File: src/hdl/pidx_pkg.sv
// Shared types, constants and color expansion tables for the palette indexer.
// No dependencies; every other file in hdl/ refers to this package by scoped names.
`timescale 1ns / 1ps
`default_nettype none

package pidx_pkg;

  // Palette geometry.
  localparam int PaletteEntries = 256;
  localparam int IdxW           = $clog2(PaletteEntries);
  localparam int CntW           = $clog2(PaletteEntries + 1);

  // Field widths on the streams.
  localparam int KeyW     = 24;
  localparam int PixelW   = 32;
  localparam int OutIdxW  = 8;
  localparam int OutCntW  = 9;
  localparam int OutDataW = 48;

  // Register map. Registers sit at 4-byte steps, selected by paddr[2].
  localparam int AddrW = 3;
  localparam logic RegPixelFormat = 1'b0;

  // Pixel format codes.
  typedef enum logic {
    FMT_XRGB32 = 1'b0,
    FMT_RGB565 = 1'b1
  } pix_fmt_e;

  // Channel maxima of the RGB565 format and of an 8-bit channel.
  localparam int Ch5Max  = 31;
  localparam int Ch6Max  = 63;
  localparam int ChanMax = 255;

  typedef logic [7:0] exp5_lut_t [32];
  typedef logic [7:0] exp6_lut_t [64];

  // Expansion of a 5-bit channel to 8 bits, c*255/31 truncated.
  function automatic exp5_lut_t build_exp5();
    exp5_lut_t lut;
    for (int i = 0; i < 32; i++) begin
      lut[i] = 8'((i * ChanMax) / Ch5Max);
    end
    return lut;
  endfunction

  // Expansion of a 6-bit channel to 8 bits, c*255/63 truncated.
  function automatic exp6_lut_t build_exp6();
    exp6_lut_t lut;
    for (int i = 0; i < 64; i++) begin
      lut[i] = 8'((i * ChanMax) / Ch6Max);
    end
    return lut;
  endfunction

  localparam exp5_lut_t Exp5Lut = build_exp5();
  localparam exp6_lut_t Exp6Lut = build_exp6();

  // Lookup request into the palette.
  typedef struct packed {
    logic [KeyW-1:0] key;
    logic            last;
  } cam_req_t;

  // Lookup response for the request at hand.
  typedef struct packed {
    logic [IdxW-1:0] index;
    logic            is_new;
    logic            ovf;
    logic [CntW-1:0] count;
  } cam_rsp_t;

  // Current palette status.
  typedef struct packed {
    logic [CntW-1:0] count;
    logic            ovf;
  } cam_state_t;

endpackage

`default_nettype wire

File: src/hdl/pidx_key_expand.sv
// Converts a raw pixel word into a 24-bit RGB key.
// Depends on pidx_pkg for widths, format codes and expansion tables.
`timescale 1ns / 1ps
`default_nettype none

module pidx_key_expand (
  input  var pidx_pkg::pix_fmt_e        fmt_i,
  input  var logic [pidx_pkg::PixelW-1:0] pixel_i,
  output var logic [pidx_pkg::KeyW-1:0]   key_o
);

  logic [7:0] red;
  logic [7:0] green;
  logic [7:0] blue;

  // RGB565 channels through the expansion tables.
  always_comb begin
    red   = pidx_pkg::Exp5Lut[pixel_i[15:11]];
    green = pidx_pkg::Exp6Lut[pixel_i[10:5]];
    blue  = pidx_pkg::Exp5Lut[pixel_i[4:0]];
  end

  // Select the key by format; unused upper bits are dropped.
  always_comb begin
    case (fmt_i)
      pidx_pkg::FMT_RGB565: key_o = {red, green, blue};
      pidx_pkg::FMT_XRGB32: key_o = pixel_i[pidx_pkg::KeyW-1:0];
      default:              key_o = pixel_i[pidx_pkg::KeyW-1:0];
    endcase
  end

endmodule

`default_nettype wire

File: config.mk
export PLATFORM = sky130hd
export DESIGN_NAME = pidx_key_expand
export DESIGN_NICKNAME = d
export VERILOG_FILES = /design/src/hdl/pidx_pkg.sv /design/src/hdl/pidx_key_expand.sv
export SDC_FILE = /design/constraint.sdc
export NUM_CORES = 1
export LEC_CHECK = 0
export CAP_MARGIN = 20
export CORE_AREA = 10 10 47 49
export DETAILED_ROUTE_END_ITERATION = 16
export DIE_AREA = 0 0 57 59
export DONT_BUFFER_PORTS = 1
export GPL_ROUTABILITY_DRIVEN = 0
export SYNTH_ARGS = -nofsm -noshare
export SYNTH_HDL_FRONTEND = slang
export SYNTH_SLANG_ARGS = --single-unit
File: constraint.sdc
create_clock -name vclk -period 1.8
set_clock_uncertainty 0.2 [all_clocks]
set_input_delay 0.18 -clock vclk [all_inputs]
set_output_delay 0.18 -clock vclk [all_outputs]
set_load 0.05 [all_outputs]
==> impl_metrics.env <==
export IMPL_holdBufCountCts=0
export IMPL_fill_cells=162
export IMPL_synth_most_common_cell="mux2_2"
export IMPL_cp_start_kind="input pin"
export IMPL_grt_pass1_vias=567
export IMPL_hp_class="in2out"
export IMPL_synth_top_area_share_pct=28.6
export IMPL_slew_headroom_pct=67.1
export IMPL_synthCells=70
export IMPL_max_cap_violations=0
export IMPL_seqCellArea_sq_um=0
export IMPL_post_cts_buffers=0
export IMPL_slowest_delay_ps=500
export IMPL_ys_seq_area_share_pct=0
export IMPL_fp_coreArea_sq_mm=0.00140
export IMPL_busiest_layer="met2"
export IMPL_use_met1_pct=9.12
export IMPL_dp_hpwl_mm=1.37
export IMPL_syn_nets=103
export IMPL_drive_gt1_share_pct=32.9
export IMPL_use_met3_pct=5.79
export IMPL_setup_violations=0
export IMPL_wirelength_mm=1.64
export IMPL_pre_cts_ws_ps=276
export IMPL_grt_max_degree=29
export IMPL_drc=0
export IMPL_whs_endpoint="key_o[2]"
export IMPL_clockBufferCount=0
export IMPL_syn_area_sq_um=472
export IMPL_num_rows=14
export IMPL_wl_per_cell_microns=17.8
export IMPL_vias=556
export IMPL_grt_antenna_before_repair=0
export IMPL_start_util_pct=33.7
export IMPL_synth_area_leader_cell="mux2_2"
export IMPL_rsz0062_at_grt="false"
export IMPL_ir_drop_mv=0.198
export IMPL_synthTopCellsByCount="mux2_2, o21ai_0, nand2_1"
export IMPL_synth_distinct_cells=26
export IMPL_critPathSlowestCell="a2111oi_0"
export IMPL_cp_end_kind="output pin"
export IMPL_p_per_area_mw_per_mm2=511
export IMPL_vias_per_cell=6.04
export IMPL_synthTopCellsByArea="mux2_2, o21ai_0, a21oi_1, nand2_1, buf_6"
export IMPL_final_util_pct=38.4
export IMPL_holdCritStartpoint="fmt_i"
export IMPL_synth_warnings=0
export IMPL_worstPathMaxFanout=4
export IMPL_layout_setup_ws_ps=294
export IMPL_hold_viol=0
export IMPL_ios=57
export IMPL_seq_cell_count=0
export IMPL_max_freq_mhz=664
export IMPL_first_iter_violations=10
export IMPL_n_antenna_cell=0
export IMPL_die_area_sq_mm=0.00336
export IMPL_avgSynthCellArea_sq_um=6.74
export IMPL_die_w_microns=57
export IMPL_crit_arrival_ps=1130
export IMPL_holdPathStages=2
export IMPL_io_buffers=0
export IMPL_slew_viol_final=0
export IMPL_drtAntennaViolNets=0
export IMPL_overflow=0
export IMPL_path_cells="inv_1 -> o21bai_1 -> a2111oi_0 -> nor3_2 -> buf_4"
export IMPL_grtUsageTotal_pct=8.81
export IMPL_drt_pass1_iter_count=3
export IMPL_cts_repair_resized=0
export IMPL_min_period_over_period_pct=83.7
export IMPL_nets=111
export IMPL_power_leakage_nw=0.218
export IMPL_critPathKind="in2out"
export IMPL_worst_pin_slew_ps=481
export IMPL_period_minus_slack_ps=1510
export IMPL_holdWs_ps=389
export IMPL_status="finished, final reports clean"
export IMPL_chipHeight_microns=59
export IMPL_gr_usage_met2_pct=15.5
export IMPL_grt_pass1_wl_mm=2.62
export IMPL_required_ps=1420
export IMPL_areaGrowthSynthToFinish_pct=14.1
==> worst max-delay path by stage <==
stage | endpoint | cells after the start | start
after floorplan | key_o[11] | 3 | fmt_i
after global placement | key_o[16] | 5 | pixel_i[11]
after detailed placement | key_o[16] | 5 | pixel_i[11]
after CTS | key_o[16] | 5 | pixel_i[11]
after global routing | key_o[16] | 5 | pixel_i[11]
final | key_o[16] | 5 | pixel_i[11]
==> cells in the final DEF (no fill, tap or decap), types with 2 or more instances in the layout <==
cell	n
mux2_2	12
buf_4	9
nand2_1	7
o21ai_0	6
a21oi_1	6
inv_1	5
o21ai_1	4
nor2_1	4
nor3_1	3
o21bai_1	2
nand2b_1	2
==> worst max-delay path: cells and delay by family <==
kind	cells	cell delay [ps]
buffers and inverters	2	280
AO/OA/AOI/OAI	2	580
AND/OR/NAND/NOR	1	80
==> area by class of cell <==
| type | count | area [sq um] | area share [%] |
|---|---|---|---|
| Multi-Input combinational cell | 62 | 432 | 80.2 |
| Timing Repair Buffer | 9 | 67.6 | 12.6 |
| Tap cell | 16 | 20.0 | 3.72 |
| Inverter | 5 | 18.8 | 3.49 |
==> where the power goes <==
part           total [W]  internal (W)  leakage (nW)  switching (W)
sequential             0             0             0              0
clock                  0             0             0              0
combinational   0.000275     0.0000734         0.218       0.000201
total           0.000275     0.0000734         0.218       0.000201
==> per-layer routing <==
metal | share of wire [%] | vias up
met5 | 0 | -
met4 | 0 | 0
met3 | 17 | 0
met2 | 45 | 31
met1 | 38 | 248
li1 | - | 277
==> stage by stage <==
step | area [sq um] | power (W) | TNS (ps) | cells
floorplan | 477 | 0.000249 | -725 | 70
global placement | 538 | 0.000277 | 0 | 92
detailed placement | 538 | 0.000277 | 0 | 92
CTS | 538 | 0.000278 | 0 | 92
global route | 538 | 0.000288 | 0 | 92
finish | 538 | 0.000275 | 0 | 92
==> cells by family after synthesis <==
family	after synthesis	share of synthesized area, %
muxes	12	28.6
buffers and inverters	8	9.55
adders and majority gates	1	2.39
and+or+nand+nor	20	19.6
AOI/OAI and AO/OA	29	39.8
(Power assumes the default switching activity.)
